===== src/rtl/twsa_pkg.sv =====
// Shared types and constants for the time weighted speed average block.
// No dependencies.
package twsa_pkg;

    localparam int HISTORY_DEPTH_DEF = 64;
    localparam int STAMP_W           = 32;
    localparam int SPEED_W           = 16;
    localparam int WINDOW_W          = 24;
    localparam int PROD_W            = WINDOW_W + SPEED_W;
    localparam logic [WINDOW_W-1:0] WINDOW_RESET = 24'd10000;

    typedef enum logic {
        OP_PUSH  = 1'b0,
        OP_QUERY = 1'b1
    } twsa_op_t;

    typedef struct packed {
        twsa_op_t             operation;
        logic [STAMP_W-1:0]   stamp_ms;
        logic [SPEED_W-1:0]   speed;
    } twsa_in_t;

    typedef struct packed {
        logic [SPEED_W-1:0]   average_speed;
        logic                 valid_res;
    } twsa_out_t;

    typedef struct packed {
        logic busy;
        logic done;
    } twsa_div_stat_t;

endpackage


===== src/rtl/twsa_hist.sv =====
// Sample history ring: timestamp and speed memory with write pointer and fill count.
// Depends on twsa_pkg.
module twsa_hist #(
    parameter int DEPTH = twsa_pkg::HISTORY_DEPTH_DEF,
    localparam int ADDR_W = $clog2(DEPTH),
    localparam int CNT_W  = $clog2(DEPTH + 1)
) (
    input  logic                         aclk,
    input  logic                         aresetn,
    input  logic                         wr_en,
    input  logic [twsa_pkg::STAMP_W-1:0] wr_stamp,
    input  logic [twsa_pkg::SPEED_W-1:0] wr_speed,
    input  logic                         rd_en,
    input  logic [ADDR_W-1:0]            rd_addr,
    output logic [twsa_pkg::STAMP_W-1:0] rd_stamp,
    output logic [twsa_pkg::SPEED_W-1:0] rd_speed,
    output logic [ADDR_W-1:0]            write_slot,
    output logic [CNT_W-1:0]             fill_count
);
    import twsa_pkg::*;

    logic [STAMP_W-1:0] time_mem  [DEPTH];
    logic [SPEED_W-1:0] speed_mem [DEPTH];
    logic [ADDR_W-1:0]  write_slot_reg;
    logic [CNT_W-1:0]   fill_count_reg;
    logic [STAMP_W-1:0] rd_stamp_reg;
    logic [SPEED_W-1:0] rd_speed_reg;

    always_ff @(posedge aclk) begin
        if (wr_en) begin
            time_mem[write_slot_reg]  <= wr_stamp;
            speed_mem[write_slot_reg] <= wr_speed;
        end
        if (rd_en) begin
            rd_stamp_reg <= time_mem[rd_addr];
            rd_speed_reg <= speed_mem[rd_addr];
        end
    end

    always_ff @(posedge aclk) begin
        if (!aresetn) begin
            write_slot_reg <= '0;
            fill_count_reg <= '0;
        end else if (wr_en) begin
            write_slot_reg <= (write_slot_reg == ADDR_W'(DEPTH - 1)) ? '0
                                                                   : write_slot_reg + 1'b1;
            if (fill_count_reg != CNT_W'(DEPTH)) begin
                fill_count_reg <= fill_count_reg + 1'b1;
            end
        end
    end

    assign rd_stamp   = rd_stamp_reg;
    assign rd_speed   = rd_speed_reg;
    assign write_slot = write_slot_reg;
    assign fill_count = fill_count_reg;

endmodule


===== src/rtl/twsa_div.sv =====
// Serial restoring divider, one quotient bit per cycle, 16-bit quotient.
// Depends on twsa_pkg; caller guarantees the quotient fits in SPEED_W bits.
module twsa_div #(
    parameter int WSUM_W = twsa_pkg::WINDOW_W + 7,
    localparam int DVD_W = WSUM_W + twsa_pkg::SPEED_W
) (
    input  logic                           aclk,
    input  logic                           aresetn,
    input  logic                           start,
    input  logic [DVD_W-1:0]               dividend,
    input  logic [WSUM_W-1:0]              divisor,
    output logic [twsa_pkg::SPEED_W-1:0]   quotient,
    output twsa_pkg::twsa_div_stat_t       stat
);
    import twsa_pkg::*;

    localparam int Q_W   = SPEED_W;
    localparam int CNT_W = $clog2(Q_W + 1);

    logic [WSUM_W-1:0] rem_reg;
    logic [Q_W-1:0]    bits_reg;
    logic [WSUM_W-1:0] dvs_reg;
    logic [CNT_W-1:0]  cnt_reg;
    logic              busy_reg;
    logic              done_reg;

    logic [WSUM_W:0]   trial;
    logic [WSUM_W:0]   diff;
    logic              ge;

    assign trial = {rem_reg, bits_reg[Q_W-1]};
    assign ge    = trial >= {1'b0, dvs_reg};
    assign diff  = trial - {1'b0, dvs_reg};

    always_ff @(posedge aclk) begin
        if (!aresetn) begin
            busy_reg <= 1'b0;
            done_reg <= 1'b0;
            cnt_reg  <= '0;
        end else begin
            done_reg <= 1'b0;
            if (start) begin
                rem_reg  <= dividend[DVD_W-1:Q_W];
                bits_reg <= dividend[Q_W-1:0];
                dvs_reg  <= divisor;
                cnt_reg  <= CNT_W'(Q_W);
                busy_reg <= 1'b1;
            end else if (busy_reg) begin
                rem_reg  <= ge ? diff[WSUM_W-1:0] : trial[WSUM_W-1:0];
                bits_reg <= {bits_reg[Q_W-2:0], ge};
                cnt_reg  <= cnt_reg - 1'b1;
                if (cnt_reg == CNT_W'(1)) begin
                    busy_reg <= 1'b0;
                    done_reg <= 1'b1;
                end
            end
        end
    end

    assign quotient  = bits_reg;
    assign stat.busy = busy_reg;
    assign stat.done = done_reg;

endmodule


===== src/rtl/time_weighted_speed_average_top.sv =====
// Top level of the time weighted speed average block: sequencer, weight and
// multiply-accumulate datapath. Depends on twsa_pkg, twsa_hist and twsa_div.
//
//   channel   ports            carries
//   -------   --------------   ------------------------------------------
//   input     s_valid/s_ready  twsa_in_t: push a sample or query
//   result    m_valid/m_ready  twsa_out_t: one per query, none per push
//   config    cfg_wr_en        window_ms, 24 bits, written without wait
//
// A push is written to the history as it is accepted. A query is accepted, then walks
// the stored samples from the newest, each with a memory read, age check, multiply and
// accumulate through one multiplier, then the check, the 16-step serial divide with its
// done strobe and the output; a sample past the window ends the walk.
// Reset is synchronous, active low; the history starts empty.
// s_ready is low for the whole of a query; a finished result waits in the
// output register while pushes are still taken.
module time_weighted_speed_average_top #(
    parameter int HISTORY_DEPTH = twsa_pkg::HISTORY_DEPTH_DEF
) (
    input  logic                          aclk,
    input  logic                          aresetn,
    input  logic                          s_valid,
    output logic                          s_ready,
    input  twsa_pkg::twsa_in_t            s_data,
    output logic                          m_valid,
    input  logic                          m_ready,
    output twsa_pkg::twsa_out_t           m_data,
    input  logic                          cfg_wr_en,
    input  logic [twsa_pkg::WINDOW_W-1:0] cfg_wr_data
);
    import twsa_pkg::*;

    localparam int ADDR_W = $clog2(HISTORY_DEPTH);
    localparam int CNT_W  = $clog2(HISTORY_DEPTH + 1);
    localparam int WSUM_W = WINDOW_W + CNT_W;
    localparam int ACC_W  = WSUM_W + SPEED_W;

    typedef enum logic [2:0] {
        ST_IDLE,
        ST_RD,
        ST_AGE,
        ST_MUL,
        ST_ACC,
        ST_CHK,
        ST_DIV,
        ST_OUT
    } state_t;

    state_t             state_reg;
    logic [WINDOW_W-1:0] window_reg;
    logic [STAMP_W-1:0] now_reg;
    logic [ADDR_W-1:0]  rd_addr_reg;
    logic [CNT_W-1:0]   remain_reg;
    logic [WINDOW_W-1:0] w_reg;
    logic [SPEED_W-1:0] spd_reg;
    logic [PROD_W-1:0]  prod_reg;
    logic [ACC_W-1:0]   acc_reg;
    logic [WSUM_W-1:0]  wsum_reg;
    twsa_out_t          res_reg;
    twsa_out_t          m_data_reg;
    logic               m_valid_reg;

    logic               accept;
    logic               wr_en;
    logic               rd_en;
    logic [STAMP_W-1:0] rd_stamp;
    logic [SPEED_W-1:0] rd_speed;
    logic [ADDR_W-1:0]  write_slot;
    logic [CNT_W-1:0]   fill_count;
    logic [ADDR_W-1:0]  newest_addr;
    logic [STAMP_W-1:0] age;
    logic               too_old;
    logic [WINDOW_W-1:0] w_next;
    logic               div_start;
    logic [SPEED_W-1:0] quotient;
    twsa_div_stat_t     div_stat;

    assign s_ready   = (state_reg == ST_IDLE);
    assign accept    = s_valid && s_ready;
    assign wr_en     = accept && (s_data.operation == OP_PUSH);
    assign rd_en     = (state_reg == ST_RD);
    assign div_start = (state_reg == ST_CHK) && (wsum_reg != '0);

    assign newest_addr = (write_slot == '0) ? ADDR_W'(HISTORY_DEPTH - 1)
                                            : write_slot - 1'b1;
    assign age     = (now_reg >= rd_stamp) ? now_reg - rd_stamp : '0;
    assign too_old = age > {{(STAMP_W - WINDOW_W){1'b0}}, window_reg};
    assign w_next  = window_reg - age[WINDOW_W-1:0];

    twsa_hist #(
        .DEPTH(HISTORY_DEPTH)
    ) u_hist (
        .aclk      (aclk),
        .aresetn   (aresetn),
        .wr_en     (wr_en),
        .wr_stamp  (s_data.stamp_ms),
        .wr_speed  (s_data.speed),
        .rd_en     (rd_en),
        .rd_addr   (rd_addr_reg),
        .rd_stamp  (rd_stamp),
        .rd_speed  (rd_speed),
        .write_slot(write_slot),
        .fill_count(fill_count)
    );

    twsa_div #(
        .WSUM_W(WSUM_W)
    ) u_div (
        .aclk    (aclk),
        .aresetn (aresetn),
        .start   (div_start),
        .dividend(acc_reg),
        .divisor (wsum_reg),
        .quotient(quotient),
        .stat    (div_stat)
    );

    always_ff @(posedge aclk) begin
        if (!aresetn) begin
            state_reg   <= ST_IDLE;
            window_reg  <= WINDOW_RESET;
            m_valid_reg <= 1'b0;
        end else begin
            if (cfg_wr_en) begin
                window_reg <= cfg_wr_data;
            end
            if (m_valid_reg && m_ready && (state_reg != ST_OUT)) begin
                m_valid_reg <= 1'b0;
            end
            unique case (state_reg)
                ST_IDLE: begin
                    if (accept && (s_data.operation == OP_QUERY)) begin
                        now_reg     <= s_data.stamp_ms;
                        acc_reg     <= '0;
                        wsum_reg    <= '0;
                        remain_reg  <= fill_count;
                        rd_addr_reg <= newest_addr;
                        state_reg   <= (fill_count == '0) ? ST_CHK : ST_RD;
                    end
                end
                ST_RD: begin
                    state_reg <= ST_AGE;
                end
                ST_AGE: begin
                    w_reg     <= w_next;
                    spd_reg   <= rd_speed;
                    state_reg <= too_old ? ST_CHK : ST_MUL;
                end
                ST_MUL: begin
                    prod_reg  <= PROD_W'(w_reg) * PROD_W'(spd_reg);
                    state_reg <= ST_ACC;
                end
                ST_ACC: begin
                    acc_reg     <= acc_reg + ACC_W'(prod_reg);
                    wsum_reg    <= wsum_reg + WSUM_W'(w_reg);
                    remain_reg  <= remain_reg - 1'b1;
                    rd_addr_reg <= (rd_addr_reg == '0) ? ADDR_W'(HISTORY_DEPTH - 1)
                                                       : rd_addr_reg - 1'b1;
                    state_reg   <= (remain_reg == CNT_W'(1)) ? ST_CHK : ST_RD;
                end
                ST_CHK: begin
                    if (wsum_reg == '0) begin
                        res_reg.average_speed <= '0;
                        res_reg.valid_res     <= 1'b0;
                        state_reg             <= ST_OUT;
                    end else begin
                        state_reg <= ST_DIV;
                    end
                end
                ST_DIV: begin
                    if (div_stat.done) begin
                        res_reg.average_speed <= quotient;
                        res_reg.valid_res     <= 1'b1;
                        state_reg             <= ST_OUT;
                    end
                end
                ST_OUT: begin
                    if (!m_valid_reg || m_ready) begin
                        m_data_reg  <= res_reg;
                        m_valid_reg <= 1'b1;
                        state_reg   <= ST_IDLE;
                    end
                end
                default: begin
                    state_reg <= ST_IDLE;
                end
            endcase
        end
    end

    assign m_valid = m_valid_reg;
    assign m_data  = m_data_reg;

endmodule


===== config.mk =====
export PLATFORM = sky130hd
export DESIGN_NAME = time_weighted_speed_average_top
export DESIGN_NICKNAME = d
export VERILOG_FILES = /design/src/rtl/twsa_pkg.sv /design/src/rtl/twsa_hist.sv /design/src/rtl/twsa_div.sv /design/src/rtl/time_weighted_speed_average_top.sv
export SDC_FILE = /design/constraint.sdc
export NUM_CORES = 2
export LEC_CHECK = 0
export BUFFER_PORTS_ARGS = -buffer_cell sky130_fd_sc_hd__buf_2
export CORE_UTILIZATION = 35
export DETAILED_ROUTE_END_ITERATION = 10
export GPL_TIMING_DRIVEN = 1
export PLACE_DENSITY = 0.49
export SLEW_MARGIN = 20
export SYNTH_ARGS = -nofsm -noshare
export SYNTH_HDL_FRONTEND = slang
export SYNTH_SLANG_ARGS = --single-unit

===== constraint.sdc =====
create_clock -name aclk -period 6.5 [get_ports aclk]
set_input_delay 0.65 -clock aclk [delete_from_list [all_inputs] [get_ports aclk]]
set_output_delay 0.65 -clock aclk [all_outputs]
set_load 0.02 [all_outputs]

==> impl_metrics.ini <==
[place]
pre_cts_slack_ns = -0.4731
place_area_um2 = 163100
io_buffers = 96
dp_hpwl_mm = 279.0
gp_congestion = 0.8490
placed_cells = 14130

[synthesis]
synth-seq-area-share = 0.6832
syn-num-nets = 8960
syn-cell-area_um2 = 152400
syn_avg_cell_area_um2 = 18.42
synthArstFlopShare = 0
synthCells = 8274
synth_edf_count = 3435
yosys-top-cells-area = edfxtp_1 68%, mux4_2 14%, fa_1 4.1%, ha_1 2.4%, inv_1 1.3%
synth_flop_cell = edfxtp_1
yosys.cell_types.count = 90
synth_commonest_cells = 3435 x edfxtp_1, 936 x mux4_2, 528 x inv_1
post-synth-top-count-cell = edfxtp_1
yosysTopAreaCellShare = 0.6769
synth_top_cell_by_area = edfxtp_1
synth_warnings = 0
ys_ff_latch = 3483

[pwr]
power.density_nw_per_um2 = 469.3
vdd_ir_drop_max_mv = 1.608
power_leakage_nw = 59.72

[floorplan]
start_util = 0.3527
die_area_um2 = 438100
die_w_um = 661.9
placementRows = 241
core-area_um2 = 432100
boundaryPins = 97
die_h_um = 661.9

[worst_setup_path]
reg2reg_slack_ns = 0.08
crit_type = flip-flop to flip-flop
cp_slowest_stage_delay_ns = 0.61
setup.worst_path.end_class = flip-flop
path_max_fanout = 11
cp_slowest_cell = fa_1
critPathLaunch = spd_reg[13]
worstPathCellList = buf_4, buf_4, and2_1, fa_1, fa_1, fa_1, fa_2, fa_1, inv_1, fa_1, inv_1, ha_1, buf_4, a21o_1, a21oi_1, buf_4, o31ai_4, a2111oi_4, buf_4, nor2_4, a211o_1, a21oi_2, xnor2_1
reg2reg_depth = 23
start_kind = flip-flop
cp.depth = 23
critical_path_buf_inv_count = 7
cp.arrival_ns = 7.09
path_delay_family = adder cells
required_ns = 7.17
crit_path_end = prod_reg[38]
r2r_end = prod_reg[38]
rr_startpoint = spd_reg[13]

[sta]
layout_min_cycle_time_ns = 6.418
fin_ws_ns = 0.08191
finalSetupViolCount = 0
rsz0062_at_grt = true
finalCritPeriodShare = 0.9874
clock.fmax_mhz = 155.8
tightest_slew_ns = 1.189
fin_worst_skew_ns = 0.1034
finalHoldViolCount = 0
relSlewSlack = 0.2054
finalMaxSlewViolations = 0

[finish]
areaGrowthSynthToFinish_pct = 15.52
largest_reg_flops = 2048
layout-drive-gt1-share = 0.2385
nets = 9531
finalInstanceArea_um2 = 176000
final_cells = 14870
fin_util = 0.4074

[drt]
post-route-drc-count = 0
wire_per_inst_um = 31.22
drt_iter0_drc = 8610
routed_wl_mm = 464.2
dr_total_vias = 81600
viasPerCell = 5.488
ant_nets = 0
drtPass1Iterations = 6

[grt]
antenna_found_initial = 31
grt-ovfl-total = 0
grt_max_degree = 132
grt_pass1_vias = 82960
grt_pass1_wl_mm = 649.1
grt_util_all_layers = 0.2100

[outcome]
status = finished, final reports clean

[clock_tree]
cts-buffers-inserted = 382
clock-sinks = 3483
cts.clk_slew.worst_paths_ns = 0.06
htree_levels = 5
cts-root-buf = clkbuf_16
cts_max_path_buffers = 4
cts_tree = done
clk-insertion-delay-late_ns = 0.99

[min_path]
hold_depth = 3
hold_class = primary input to flip-flop

[run]
maxCapViolCount = 0
## cells by family after synthesis
logic type,after synthesis,share of synthesized area
compound gates,748,0.03200
xor+xnor,178,0.01023
fa+ha+maj,608,0.06524
buf+inv,908,0.02297
flops,3483,0.6832
mux,1060,0.1465
simple gates,1289,0.03985
## how the worst min path moves through the flow
stage                              start             to  slack, ns
after global placement        res_reg[5]      m_data[5]       0.40
after CTS                 cfg_wr_data[4]  window_reg[4]       0.04
after floorplan               res_reg[0]      m_data[0]       0.40
after detailed placement     res_reg[12]     m_data[12]       0.40
final                     cfg_wr_data[4]  window_reg[4]       0.08
after global routing      cfg_wr_data[8]  window_reg[8]       0.07
## power breakdown
group / switching [W] / internal, W / leakage (nW) / total, W
clock: 0.00917 / 0.0120 / 5.85 / 0.0212
combinational: 0.0191 / 0.0155 / 22.5 / 0.0346
sequential: 0.000388 / 0.0264 / 31.3 / 0.0268
## through the flow
step	TNS, ns	hold slack [ns]	power (W)
6_report	0	0.08433	0.08262
5_1_grt	-0.2118	0.07443	0.08751
4_1_cts	0	0.03746	0.08184
3_5_place_dp	-2.151	0.4045	0.05950
3_3_place_gp	-1.882	0.4013	0.05959
2_1_floorplan	0	0.4003	0.04767
## what timing repair did
action | 4_1_cts | 5_1_grt
setup endpoints to repair | 11 | 16
buffers inserted | 4 | 26
pin swaps | 11 | 34
hold buffers | 13 | 0
endpoints found under the hold margin | 13 | 0
resized for setup | 20 | 62
gates cloned | 0 | 1
## cell type report
class                           count  area, um^2
Fill cell                       38440      256100
Inverter                          530        1999
Clock buffer                      469       10030
Timing Repair Buffer              565        5075
Multi-Input combinational cell   3883       45580
Tap cell                         5710        7144
Antenna cell                       12       30.03
Sequential cell                  3483      104100
Clock inverter                    218        2066
## placed cells by master (no fill, tap or decap), drive strengths merged, types with 130 or more instances in the layout
| cell type | n |
|---|---|
| clkbuf | 469 |
| and2 | 180 |
| o21ai | 130 |
| a21oi | 230 |
| ha | 297 |
| clkinv | 164 |
| nand2 | 477 |
| buf | 552 |
| mux4 | 936 |
| fa | 311 |
| inv | 539 |
| edfxtp | 3435 |
| nor2 | 311 |
## routing by layer
layer,share of wire,global-route usage
met1,0.42,0.2883
met2,0.49,0.3499
met3,0.063,0.03138
met4,0.027,0.05400
met5,0.000073,0
## worst register-to-register path, cell delays in order, from the launching register on
cell	delay (ns)
edfxtp_1	0.36
buf_4	0.17
buf_4	0.18
and2_1	0.16
fa_1	0.58
fa_1	0.47
fa_1	0.61
fa_2	0.49
fa_1	0.49
inv_1	0.05
fa_1	0.47
inv_1	0.04
ha_1	0.28
buf_4	0.16
a21o_1	0.15
a21oi_1	0.15
buf_4	0.18
o31ai_4	0.10
a2111oi_4	0.35
buf_4	0.18
nor2_4	0.04
a211o_1	0.28
a21oi_2	0.16
xnor2_1	0.08
(Power assumes the default switching activity.)
